$ cat config.mk
export PLATFORM = sky130hd
export DESIGN_NAME = kpc_out_fifo
export DESIGN_NICKNAME = d
export VERILOG_FILES = /design/src/sv/kpc_pkg.sv /design/src/sv/kpc_out_fifo.sv
export SDC_FILE = /design/constraint.sdc
export NUM_CORES = 1
export LEC_CHECK = 0
export BUFFER_PORTS_ARGS = -buffer_cell sky130_fd_sc_hd__buf_2
export CAP_MARGIN = 15
export CORE_MARGIN = 4
export CORE_UTILIZATION = 35
export CTS_CLUSTER_DIAMETER = 200
export DETAILED_ROUTE_END_ITERATION = 7
export PLACE_DENSITY = 0.58
export SETUP_SLACK_MARGIN = 0.05
export SLEW_MARGIN = 5
export SYNTH_ARGS = -nofsm -noshare
export SYNTH_HDL_FRONTEND = slang
export SYNTH_SLANG_ARGS = --single-unit
export TNS_END_PERCENT = 5
$ cat constraint.sdc
create_clock -name clock -period 7.52 [get_ports clock]
set_input_delay 1.504 -clock clock [delete_from_list [all_inputs] [get_ports clock]]
set_output_delay 1.504 -clock clock [all_outputs]
set_load 0.03 [all_outputs]
$ cat src/sv/kpc_pkg.sv
package kpc_pkg;

   localparam int K_MAX_DEFAULT        = 10;
   localparam int FILE_ID_BITS_DEFAULT = 16;
   localparam int COUNT_BITS_DEFAULT   = 16;

   localparam int LEN_BITS        = 4;
   localparam int SYMBOL_BITS     = 8;
   localparam int FILE_FIELD_BITS = 16;
   localparam int ADDR_FIELD_BITS = 20;
   localparam int VALUE_BITS      = 20;
   localparam int OUT_COUNT_BITS  = 16;

   localparam logic [LEN_BITS-1:0] LEN_RESET = 4'd10;

   localparam int REQ_SYMBOL_LSB = 0;
   localparam int REQ_SOF_POS    = REQ_SYMBOL_LSB + SYMBOL_BITS;
   localparam int REQ_FILE_LSB   = REQ_SOF_POS + 1;
   localparam int REQ_RES_POS    = REQ_FILE_LSB + FILE_FIELD_BITS;
   localparam int REQ_ADDR_LSB   = REQ_RES_POS + 1;
   localparam int REQ_USED_BITS  = REQ_ADDR_LSB + ADDR_FIELD_BITS;
   localparam int REQ_TDATA_BITS = ((REQ_USED_BITS + 7) / 8) * 8;

   localparam int RSP_VALUE_LSB  = 0;
   localparam int RSP_FIRST_POS  = RSP_VALUE_LSB + VALUE_BITS;
   localparam int RSP_RES_LSB    = RSP_FIRST_POS + 1;
   localparam int RSP_SUS_LSB    = RSP_RES_LSB + OUT_COUNT_BITS;
   localparam int RSP_LAST_LSB   = RSP_SUS_LSB + OUT_COUNT_BITS;
   localparam int RSP_USED_BITS  = RSP_LAST_LSB + FILE_FIELD_BITS;
   localparam int RSP_TDATA_BITS = ((RSP_USED_BITS + 7) / 8) * 8;
   localparam int RSP_PAD_BITS   = RSP_TDATA_BITS - RSP_USED_BITS;

   localparam int FIFO_DEPTH = 3;
   localparam int FIFO_PTR_BITS = $clog2(FIFO_DEPTH);
   localparam int FIFO_CNT_BITS = $clog2(FIFO_DEPTH + 1);

   localparam logic [SYMBOL_BITS-1:0] CHAR_NEWLINE = 8'h0A;
   localparam logic [SYMBOL_BITS-1:0] CHAR_UC_C    = 8'h43;
   localparam logic [SYMBOL_BITS-1:0] CHAR_UC_G    = 8'h47;
   localparam logic [SYMBOL_BITS-1:0] CHAR_UC_T    = 8'h54;
   localparam logic [SYMBOL_BITS-1:0] CHAR_LC_C    = 8'h63;
   localparam logic [SYMBOL_BITS-1:0] CHAR_LC_G    = 8'h67;
   localparam logic [SYMBOL_BITS-1:0] CHAR_LC_T    = 8'h74;

   typedef enum logic [1:0] {
      KIND_PLAIN,
      KIND_COUNT,
      KIND_READ
   } kpc_kind_type;

   typedef struct packed {
      logic                      kmer_valid;
      logic [RSP_TDATA_BITS-1:0] tdata;
   } kpc_result_type;

   function automatic logic [1:0] base_code(input logic [SYMBOL_BITS-1:0] c);
      logic [1:0] code;
      case (c) inside
         CHAR_UC_C, CHAR_LC_C: code = 2'd1;
         CHAR_UC_G, CHAR_LC_G: code = 2'd2;
         CHAR_UC_T, CHAR_LC_T: code = 2'd3;
         default:              code = 2'd0;
      endcase
      return code;
   endfunction

endpackage

$ cat src/sv/kpc_out_fifo.sv
module kpc_out_fifo
   import kpc_pkg::*;
(
   input  logic                      clock,
   input  logic                      reset,
   input  logic                      push_valid,
   input  kpc_result_type            push_result,
   output logic                      rsp_tvalid,
   input  logic                      rsp_tready,
   output logic                      rsp_tuser,
   output logic [RSP_TDATA_BITS-1:0] rsp_tdata,
   output logic [FIFO_CNT_BITS-1:0]  fill_level
);

   localparam logic [FIFO_PTR_BITS-1:0] PTR_LAST = FIFO_PTR_BITS'(FIFO_DEPTH - 1);

   kpc_result_type            slot_ff [FIFO_DEPTH];
   logic [FIFO_PTR_BITS-1:0]  head_ff, head_in, tail_ff, tail_in;
   logic [FIFO_CNT_BITS-1:0]  count_ff, count_in;
   logic                      pop;

   assign rsp_tvalid = (count_ff != '0);
   assign rsp_tuser  = slot_ff[head_ff].kmer_valid;
   assign rsp_tdata  = slot_ff[head_ff].tdata;
   assign fill_level = count_ff;
   assign pop        = rsp_tvalid && rsp_tready;

   always_comb begin
      head_in  = head_ff;
      tail_in  = tail_ff;
      count_in = count_ff;
      if (pop) begin
         head_in  = (head_ff == PTR_LAST) ? '0 : head_ff + 1'b1;
         count_in = count_in - 1'b1;
      end
      if (push_valid) begin
         tail_in  = (tail_ff == PTR_LAST) ? '0 : tail_ff + 1'b1;
         count_in = count_in + 1'b1;
      end
   end

   always_ff @(posedge clock) begin
      if (reset) begin
         head_ff  <= '0;
         tail_ff  <= '0;
         count_ff <= '0;
      end else begin
         head_ff  <= head_in;
         tail_ff  <= tail_in;
         count_ff <= count_in;
      end
   end

   always_ff @(posedge clock) begin
      if (push_valid) begin
         slot_ff[tail_ff] <= push_result;
      end
   end

endmodule

==> flow_summary.yaml <==
place:
  portBuffers: 152
  gp_congestion: 0.693
  placed_area_um2: 9530
  dp_hpwl_um: 10100
yosys:
  yosys_warnings: 0
  yosys.area.top_type_share_pct: 77.4
  synthCells: 502
  ys_top_cells_by_area: "edfxtp_1 (77%), mux2i_1 (8.7%), o21ai_0 (4.3%)"
  ys_seq_area_share_pct: 79.3
  ys_types: 23
  avgSynthCellArea_um2: 16.9
  ys_ff_latch: 227
  synth_top_area_cell: "edfxtp_1"
  synth_fp_nets: 580
  syn_area_um2: 8490
power:
  pwr-share-seq_pct: 45.4
  powerDensity_nw_per_um2: 325
  p_total_mw: 3.34
  ir_worst_vdd_mv: 0.223
  power.share.clock_pct: 33.4
  switchingPower_mw: 0.983
  p_sw_share_pct: 29.4
  power.share.combinational_pct: 21.1
  internal-power_mw: 2.36
  p_leak_nw: 3.50
floorplan:
  die-area_um2: 26800
  core-area_um2: 23700
  initial_core_util_pct: 35.9
  die_h_um: 164
  num_rows: 56
  ios: 153
  die_w_um: 164
clock_tree:
  postCtsSetupRepairBufs: 0
  ctsResizeCount: 0
  clockRootBuffer: "clkbuf_16"
  hold_buffers: 0
  clkTransAtPathRegs_ps: 60
  clk_latency_ps: 490
  clk_path_buf_depth: 3
  cts_buffers: 24
  cts_tree: "done"
  clock-sinks: 227
  cts_max_level: 1
critical_path:
  r2r_cells: 3
  cp.required_ps: 6020
  crit_path_start_kind: "flip-flop"
  worstSetupPathType: "reg2out"
  critPathCaptureType: "primary output"
  crit_arrival_ps: 2700
  path_max_fanout: 38
timing:
  worstMarginPinSlew_ps: 1060
  clock_skew_ps: 6.63
  min_period_ps: 4200
  timing.fmax_ghz: 0.238
  fin_crit_sh_pct: 55.8
  finalHoldViolCount: 0
  rsz0062_at_grt: "no"
  max_slew_margin_pct: 29.3
  setup_viol: 0
  setup-tns-final_ps: 0
  slew_viol_final: 0
  timing.hold.ws_ps: 597
final_layout:
  drive_gt1_share_pct: 29.0
  final_common_cell: "edfxtp_1"
  layout_common_cells: "edfxtp_1 (219), buf_2 (152), nand2_1 (75)"
  syn_to_final_growth_pct: 21.2
  design_area_um2: 10300
  nFillCells: 2166
  nets: 740
  antenna-diode-count: 0
grt:
  grt_antenna_before_repair: 1
  grt_start_max_net_pins: 75
  grt_overflow: 0
  grt_use_total_pct: 11.8
  grt_pass1_vias: 4846
  grt_pass1_wl_um: 25200
outcome:
  status: "complete, no violations"
route:
  route.vias.total: 4578
  avgViaCountPerCell: 4.58
  wl_per_cell_um: 16.3
  wirelength_um: 16300
  drc: 0
  firstDrtPassIters: 4
  initialDrtViolationCount: 220
  ant_nets: 0
worst_hold_path:
  holdPathStages: 2
  worstHoldPathType: "reg2reg"
run:
  drv_cap: 0
-- stage by stage --
step	util [%]	instances	worst slack [ps]
after CTS	43.4	999	3240
after global routing	43.4	999	3160
final	43.4	999	3320
after floorplan	-	502	311
after global placement	40.2	955	3820
after detailed placement	40.2	955	3760
-- critical path, cell delays in order (launching register included) --
cell	delay, ps
dfxtp_4	770
buf_4	670
mux2i_1	160
o21ai_0	280
buf_2	260
-- power groups by stage --
stage / Combinational, mW / Sequential [mW] / Clock (mW)
after floorplan: 0.568 / 1.51 / 0
after global placement: 0.708 / 1.54 / 0
after detailed placement: 0.720 / 1.55 / 0
after CTS: 0.721 / 1.52 / 1.16
after global routing: 0.763 / 1.53 / 1.20
final: 0.706 / 1.52 / 1.12
-- logic make-up after synthesis --
| kind of cell | synth area share [%] |
|---|---|
| flip-flops | 79.3 |
| AND/OR/NAND/NOR | 4.33 |
| AO/OA/AOI/OAI | 4.74 |
| multiplexers | 8.72 |
| buffers and inverters | 2.52 |
| XOR/XNOR | 0.206 |
| adder cells (fa/ha/maj) | 0.147 |
-- synth_stat cells, drive strengths merged --
master	instances
nor3b	3
a21oi	5
buf	16
o21ai	74
edfxtp	219
xnor2	2
nand3	1
nand2	75
nor2	6
dfxtp	8
o211ai	1
and3	1
clkbuf	9
nand2b	1
mux2i	74
ha	1
inv	4
nor3	2
-- sequential cells by signal, indices dropped and copies added (netlist names), named ones only --
name	count
slot_ff	219
fill_level	2
head_ff	2
tail_ff	2
-- cell type report --
cell class	instances	area [µm²]	share of cell area (%)
flip-flops and latches	227	6740	65.5
multi-input cells	246	1560	15.2
repair buffers	159	813	7.90
clock buffers	30	644	6.26
well taps	319	399	3.88
clock inverters	14	114	1.11
inverters	4	15.0	0.146
-- path summary, 6_finish.rpt --
kind | start | to | slack, ps
worst max-delay path | flip-flop | rsp_tdata[26] | 3320
worst min-delay path | head_ff[1] | flip-flop | 600
worst max register to register | tail_ff[1] | slot_ff[2][32] | 5100
worst min register to register | head_ff[1] | flip-flop | 600
-- per-layer routing --
metal	GRT usage, %	wire length [µm]	up-vias
met5	0	13	-
met4	3.16	295	2
met3	3.14	1010	21
met2	20.8	8240	113
met1	14.3	6740	2225
li1	-	-	2217
Power figures use the tool's default switching activity.
