`src/sv/kpc_pkg.sv`:
```
package kpc_pkg;

   localparam int K_MAX_DEFAULT        = 10;
   localparam int FILE_ID_BITS_DEFAULT = 16;
   localparam int COUNT_BITS_DEFAULT   = 16;

   localparam int LEN_BITS        = 4;
   localparam int SYMBOL_BITS     = 8;
   localparam int FILE_FIELD_BITS = 16;
   localparam int ADDR_FIELD_BITS = 20;
   localparam int VALUE_BITS      = 20;
   localparam int OUT_COUNT_BITS  = 16;

   localparam logic [LEN_BITS-1:0] LEN_RESET = 4'd10;

   localparam int REQ_SYMBOL_LSB = 0;
   localparam int REQ_SOF_POS    = REQ_SYMBOL_LSB + SYMBOL_BITS;
   localparam int REQ_FILE_LSB   = REQ_SOF_POS + 1;
   localparam int REQ_RES_POS    = REQ_FILE_LSB + FILE_FIELD_BITS;
   localparam int REQ_ADDR_LSB   = REQ_RES_POS + 1;
   localparam int REQ_USED_BITS  = REQ_ADDR_LSB + ADDR_FIELD_BITS;
   localparam int REQ_TDATA_BITS = ((REQ_USED_BITS + 7) / 8) * 8;

   localparam int RSP_VALUE_LSB  = 0;
   localparam int RSP_FIRST_POS  = RSP_VALUE_LSB + VALUE_BITS;
   localparam int RSP_RES_LSB    = RSP_FIRST_POS + 1;
   localparam int RSP_SUS_LSB    = RSP_RES_LSB + OUT_COUNT_BITS;
   localparam int RSP_LAST_LSB   = RSP_SUS_LSB + OUT_COUNT_BITS;
   localparam int RSP_USED_BITS  = RSP_LAST_LSB + FILE_FIELD_BITS;
   localparam int RSP_TDATA_BITS = ((RSP_USED_BITS + 7) / 8) * 8;
   localparam int RSP_PAD_BITS   = RSP_TDATA_BITS - RSP_USED_BITS;

   localparam int FIFO_DEPTH = 3;
   localparam int FIFO_PTR_BITS = $clog2(FIFO_DEPTH);
   localparam int FIFO_CNT_BITS = $clog2(FIFO_DEPTH + 1);

   localparam logic [SYMBOL_BITS-1:0] CHAR_NEWLINE = 8'h0A;
   localparam logic [SYMBOL_BITS-1:0] CHAR_UC_C    = 8'h43;
   localparam logic [SYMBOL_BITS-1:0] CHAR_UC_G    = 8'h47;
   localparam logic [SYMBOL_BITS-1:0] CHAR_UC_T    = 8'h54;
   localparam logic [SYMBOL_BITS-1:0] CHAR_LC_C    = 8'h63;
   localparam logic [SYMBOL_BITS-1:0] CHAR_LC_G    = 8'h67;
   localparam logic [SYMBOL_BITS-1:0] CHAR_LC_T    = 8'h74;

   typedef enum logic [1:0] {
      KIND_PLAIN,
      KIND_COUNT,
      KIND_READ
   } kpc_kind_type;

   typedef struct packed {
      logic                      kmer_valid;
      logic [RSP_TDATA_BITS-1:0] tdata;
   } kpc_result_type;

   function automatic logic [1:0] base_code(input logic [SYMBOL_BITS-1:0] c);
      logic [1:0] code;
      case (c) inside
         CHAR_UC_C, CHAR_LC_C: code = 2'd1;
         CHAR_UC_G, CHAR_LC_G: code = 2'd2;
         CHAR_UC_T, CHAR_LC_T: code = 2'd3;
         default:              code = 2'd0;
      endcase
      return code;
   endfunction

endpackage

```
`src/sv/kpc_window.sv`:
```
module kpc_window
   import kpc_pkg::*;
#(
   parameter int K_MAX = K_MAX_DEFAULT
) (
   input  logic                       clock,
   input  logic                       reset,
   input  logic                       csr_valid,
   input  logic [LEN_BITS-1:0]        csr_data,
   input  logic                       accept,
   input  logic                       func,
   input  logic [SYMBOL_BITS-1:0]     symbol,
   input  logic                       start_of_file,
   input  logic [ADDR_FIELD_BITS-1:0] read_address,
   output logic [2*K_MAX-1:0]         lk_addr,
   output logic [VALUE_BITS-1:0]      lk_value,
   output kpc_kind_type               lk_kind
);

   localparam int WIN_BITS  = 2 * K_MAX;
   localparam int FILL_BITS = $clog2(K_MAX + 1);
   localparam logic [FILL_BITS-1:0] FILL_MAX = FILL_BITS'(K_MAX);

   logic [LEN_BITS-1:0]  kmer_length_ff;
   logic [WIN_BITS-1:0]  window_ff, window_in;
   logic [FILL_BITS-1:0] fill_ff, fill_in;

   logic [FILL_BITS-1:0] k_eff;
   logic [WIN_BITS-1:0]  kmask;
   logic [WIN_BITS-1:0]  win_base, win_shift;
   logic [FILL_BITS-1:0] fill_base, fill_inc;

   always_comb begin
      if (kmer_length_ff == '0) begin
         k_eff = FILL_BITS'(1);
      end else if (int'(kmer_length_ff) > K_MAX) begin
         k_eff = FILL_MAX;
      end else begin
         k_eff = FILL_BITS'(kmer_length_ff);
      end
      for (int i = 0; i < WIN_BITS; i++) begin
         kmask[i] = (i < 2 * int'(k_eff));
      end
   end

   always_comb begin
      win_base  = start_of_file ? '0 : window_ff;
      fill_base = start_of_file ? '0 : fill_ff;
      win_shift = WIN_BITS'({win_base, base_code(symbol)}) & kmask;
      fill_inc  = (fill_base < FILL_MAX) ? fill_base + 1'b1 : fill_base;

      window_in = window_ff;
      fill_in   = fill_ff;
      lk_kind   = KIND_PLAIN;
      lk_addr   = win_shift;
      lk_value  = VALUE_BITS'(win_shift);
      if (func) begin
         lk_kind  = KIND_READ;
         lk_addr  = WIN_BITS'(read_address);
         lk_value = VALUE_BITS'(WIN_BITS'(read_address));
      end else if (symbol == CHAR_NEWLINE) begin
         lk_value = VALUE_BITS'(win_base & kmask);
         if (accept) begin
            window_in = win_base;
            fill_in   = fill_base;
         end
      end else begin
         if (fill_inc >= k_eff) begin
            lk_kind = KIND_COUNT;
         end
         if (accept) begin
            window_in = win_shift;
            fill_in   = fill_inc;
         end
      end
   end

   always_ff @(posedge clock) begin
      if (reset) begin
         kmer_length_ff <= LEN_RESET;
         window_ff      <= '0;
         fill_ff        <= '0;
      end else begin
         if (csr_valid) begin
            kmer_length_ff <= csr_data;
         end
         window_ff <= window_in;
         fill_ff   <= fill_in;
      end
   end

endmodule

```
`config.mk`:
```
export PLATFORM = sky130hd
export DESIGN_NAME = kpc_window
export DESIGN_NICKNAME = d
export VERILOG_FILES = /design/src/sv/kpc_pkg.sv /design/src/sv/kpc_window.sv
export SDC_FILE = /design/constraint.sdc
export NUM_CORES = 1
export LEC_CHECK = 0
export ABC_CLOCK_PERIOD_IN_PS = 2300
export BUFFER_PORTS_ARGS = -buffer_cell sky130_fd_sc_hd__buf_2
export CAP_MARGIN = 15
export CORE_MARGIN = 3
export CORE_UTILIZATION = 49
export DETAILED_ROUTE_END_ITERATION = 10
export PLACE_DENSITY = 0.8
export SYNTH_ARGS = -nofsm -noshare
export SYNTH_HDL_FRONTEND = slang
export SYNTH_SLANG_ARGS = --single-unit
```
`constraint.sdc`:
```
create_clock -name clock -period 2.3 [get_ports clock]
set_input_delay 0.115 -clock clock [delete_from_list [all_inputs] [get_ports clock]]
set_output_delay 0.115 -clock clock [all_outputs]
set_load 0.01 [all_outputs]
```
==> results of run 1 <==
worst paths after layout:
kind	end	cells past startpoint	start	slack [ns]
hold reg to reg	window_ff[19]$_SDFFE_PP0P_	1	window_ff[19]$_SDFFE_PP0P_	0.48
setup reg to reg	window_ff[18]$_SDFFE_PP0P_	4	kmer_length_ff[3]$_SDFFE_PP1P_	0.78
setup / recovery	lk_kind[0]	8	fill_ff[1]$_SDFFE_PP0P_	0.06
hold / removal	kmer_length_ff[3]$_SDFFE_PP1P_	3	csr_data[3]	0.05
layout by cell type (no fill, tap or decap), types with 6 or more instances in the layout:
master / netlist / layout
nand3_1: 9 / 9
a21oi_1: 8 / 8
o21ai_1: 16 / 18
a22o_1: 11 / 11
nor2_1: 13 / 13
buf_2: 2 / 79
buf_4: 2 / 6
inv_1: 9 / 9
dfxtp_1: 28 / 23
o21ai_0: 18 / 16
nand2b_1: 8 / 8
a32o_1: 10 / 10
mux2i_1: 14 / 14
nor3_1: 7 / 7
nand2_1: 50 / 50
logic make-up after synthesis:
| kind of cell | Yosys count |
|---|---|
| simple gates | 115 |
| compound gates | 84 |
| flops | 28 |
| buf+inv | 27 |
| mux | 14 |
| fa+ha+maj | 6 |
registers in the layout, summed over array words and instances, names as in the netlist:
register / flops
window_ff: 20
kmer_length_ff: 4
fill_ff: 4
through the flow:
step,hold WS (ns),instances,util,TNS (ns),area (um^2)
2_1_floorplan,0.241,274,-,0,2090
3_3_place_gp,0.333,391,0.613,0,2490
3_5_place_dp,0.336,391,0.613,0,2490
4_1_cts,0.0464,395,0.634,0,2570
5_1_grt,0.0554,395,0.640,-0.00848,2590
6_report,0.0462,395,0.640,0,2590
worst max-delay path, cell delays in order, from the launching register on:
cell,delay (ns)
dfxtp_4,0.37
nor2b_2,0.15
ha_2,0.19
a21boi_0,0.12
o221a_2,0.27
ha_1,0.29
a211oi_2,0.06
nor4_1,0.21
buf_2,0.17
repair_timing:
item,4_1_cts,5_1_grt
pin swaps,0,3
hold buffers,0,0
gates resized for setup,8,8
hold endpoints to repair,0,0
setup endpoints to repair,1,1
metal layers:
layer,wire length (um),global-route usage
met4,110,0.0814
met3,611,0.0421
met1,2580,0.314
met2,2640,0.373
met5,0,0
cells in the mapped netlist (all sizes together), types with 2 or more instances:
master	number
nand2b	8
nor4bb	2
clkbuf	9
ha	5
a32oi	2
or2	3
o21ai	34
nand2	50
inv	9
o221ai	2
buf	9
a22o	11
mux2i	14
o21a	2
nor3	7
nor3b	2
and2	4
dfxtp	28
and3	2
a32o	10
a211oi	3
nor2b	8
nor2	14
a21oi	8
nand3	9
nor4	2
a31oi	3
o31ai	3
where the power goes:
part           internal [mW]  switching [mW]
Sequential             0.490         0.00677
Combinational          0.101           0.148
Clock                  0.233           0.159
final cells by class:
| cell class | count | area share |
|---|---|---|
| Multi-Input combinational cell | 219 | 0.545 |
| Sequential cell | 28 | 0.220 |
| Timing Repair Buffer | 85 | 0.170 |
| Tap cell | 50 | 0.0241 |
| Clock buffer | 3 | 0.0159 |
| Inverter | 9 | 0.0130 |
| Clock inverter | 1 | 0.0116 |
==> out/results.ini, run 1 <==
[cts]
post-cts-setup-buffers=0
tritoncts=done
clk_pin_slew_ns=0.09
clock_sinks=28
insertion_delay_ns=0.28
htree_levels=1
root_buffer=clkbuf_8
cts_buffers=3
clockBufferDepth=2

[worst_setup_path]
critPathLaunchType=register
cp.arrival_ns=2.13
crit_fanout=7
worstSetupPathType=register to output port
required_ns=2.18
endpoint_kind=output port

[synthesis]
synth_edf_count=0
synth_fp_nets=317
synthSimpleGateAreaFrac=0.281
netlist_instances=274
synthFlopType=dfxtp_1
synth.largest_area_cell=dfxtp_1
ys_seq_area_frac=0.268
synth_adder_area_share=0.0347
synth_area_um2=2090
synth_area_leaders=dfxtp_1 27%, nand2_1 9.0%, mux2i_1 6.7%
synth-seq-cells=28
async_flop_share=0
synth_cell_types=48
synth.mux.area_fraction=0.0670
synth_top_family_by_area=compound AO/OA/AOI/OAI gates
synth_compound_area_frac=0.282
ys_warn_count=0
synth_top_area_frac=0.268
avgSynthCellArea_um2=7.64
synth-xor-area-share=0

[drt]
dr.pass1.iters=4
drt-initial-drc-count=187
drc=0
wl_per_cell_um=15.0
drt-total-wl_um=5940
viasPerCell=5.91
antenna_left=0
via_count=2334

[hold_path]
hold_path_class=input pin to register

[floorplanning]
ioPinCount=80
start_util=0.516
die_x_um=71.3
rows=23
die_area_um2=5090
die_y_um=71.3
fp.coreArea_um2=4060

[grt]
antenna_found_initial=0
grt.overflow.total=0
grt_pass1_wl_um=9760
grt_max_degree=32
track_usage=0.233
grt_pass1_vias=2146

[timing]
tightest_slew_ns=0.803
fmax_mhz=446
min_period_ns=2.24
report.final.slew_viol_count=0
setup_viol=0
setup_ws_ns=0.0562
fin_crit_sh=0.976
hold_viol=0
finalClockSkew_ns=0.00439
max_slew_margin=0.460

[status]
status=finished clean

[place]
place.port_buffers=79
dp_hpwl_um=4330
place.gp.congestion=0.813
place_ws_ns=0.183

[finish]
n_antenna_cell=0
regArea_um2=572
drive_gt1_frac=0.310
nFillCells=385
area_growth_pct=24.0
multi_input_comb_area_um2=1420
nNetsFinal=389

[power]
total_leakage_power_nw=1.16
vdd_ir_drop_max_uv=298
power_density_nw_per_um2=438
total_power_mw=1.14

[job]
maxCapViolations=0

Power figures use the tool's default switching activity.
==> run 2, diff against run 1 <==
Settings changed: SETUP_SLACK_MARGIN from default to 0.5.
==> out/results.ini, run 2 (synthesis results as in run 1) <==
[grt]
grt_pass1_vias=2212
grt_util_met2=0.381
grt_max_degree=31
met1_usage=0.332
antenna_found_initial=0
grt.overflow.total=0
track_usage=0.236
use_met3=0.0365
busiest_layer=met2
grt_pass1_wl_um=9980

[hold_path]
hold_path_class=input pin to register

[place]
place_area_um2=2490
place.port_buffers=79
placed_cells=390
place.gp.congestion=0.877
dp_hpwl_um=4320

[power]
vdd_ir_drop_max_uv=374
total_power_mw=1.07
total_leakage_power_nw=1.20
power_density_nw_per_um2=396

[timing]
tightest_slew_ns=0.885
fmax_mhz=452
finalSetupTns_ns=0
fin_crit_sh=0.962
report.final.slew_viol_count=0
setup_viol=0
min_period_ns=2.21
hold_viol=0
max_slew_margin=0.405
rsz0062_at_grt=yes
finalClockSkew_ns=0.00219

[cts]
clk_pin_slew_ns=0.10
postCtsHoldBufs=0
tritoncts=done
htree_levels=1
cts_buffers=3
clock_sinks=28
clockBufferDepth=2
insertion_delay_ns=0.28
root_buffer=clkbuf_8

[finish]
n_antenna_cell=0
mostFrequentLayoutCell=buf_2
drive_gt1_frac=0.343
largest_register_ffs=20
fin_util=0.669
final_cells=406
reg.largest.list=window_ff x20, fill_ff x4, kmer_length_ff x4
nNetsFinal=400
top_register=window_ff
fin_area_um2=2710
final_cell_mix=79 x buf_2, 50 x nand2_1, 24 x dfxtp_1, 19 x o21ai_1
area_growth_pct=29.7

[drt]
drt-initial-drc-count=134
drc=0
dr.pass1.iters=5
wl_per_cell_um=15.2
antenna_left=0
via_count=2402
viasPerCell=5.92
drt-total-wl_um=6170

[floorplanning]
fp.coreArea_um2=4060
die_y_um=71.3
rows=23
die_x_um=71.3
ioPinCount=80
die_area_um2=5090
start_util=0.516

[worst_setup_path]
endpoint_kind=output port
cp.arrival_ns=2.10
required_ns=2.18
worstSetupPathType=register to output port
crit_fanout=3
critPathLaunchType=register

[status]
status=finished clean

[job]
maxCapViolations=0

==> run 2: layout make-up <==
cell class | instances | area, um^2
multi-input cells | 221 | 1480
fillers | 333 | 1350
flip-flops and latches | 28 | 573
repair buffers | 94 | 508
well taps | 50 | 62.6
clock buffers | 4 | 55.1
inverters | 9 | 33.8
==> run 2: through the flow <==
step / hold WS (ns) / setup WS (ns)
after floorplan: 0.241 / 0.516
after global placement: 0.345 / 0.329
after detailed placement: 0.339 / 0.264
after CTS: 0.0485 / 0.0509
after global routing: 0.0733 / -0.0673
final: 0.0519 / 0.0863
==> run 2: path summary, 6_finish.rpt <==
path                                   from                             end  slack [ns]  cells after the start
max                 fill_ff[1]$_SDFFE_PP0P_                      lk_kind[0]        0.09                      8
min                             csr_data[1]  kmer_length_ff[1]$_SDFFE_PP1P_        0.05                      3
max reg2reg  kmer_length_ff[3]$_SDFFE_PP1P_      window_ff[19]$_SDFFE_PP0P_        0.62                      5
min reg2reg      window_ff[19]$_SDFFE_PP0P_      window_ff[19]$_SDFFE_PP0P_        0.48                      1
==> run 2: repair_timing <==
item	4_1_cts	5_1_grt
gates cloned	0	2
buffers inserted	6	4
gates resized for setup	13	8
pin swaps	6	8
setup endpoints to repair	16	21
==> run 2: routing by layer <==
layer | share of wire | vias up
li1 | - | 1172
met1 | 0.44 | 1105
met2 | 0.46 | 115
met3 | 0.096 | 10
met4 | 0.011 | 0
met5 | 0 | -
==> run 2: power by group <==
part / leakage [nW] / switching [mW] / total [mW] / internal (mW)
Sequential: 0.228 / 0.00497 / 0.494 / 0.489
Clock: 0.0288 / 0.158 / 0.312 / 0.154
Combinational: 0.946 / 0.158 / 0.269 / 0.111
==> run 2: critical path, cell delays in order (launching register included) <==
cell and delay, ns:
dfxtp_4 0.36, nor2b_4 0.16, ha_4 0.21, a22o_1 0.23
ha_1 0.27, a21o_1 0.18, a211oi_2 0.19, nor4_2 0.07
buf_2 0.14
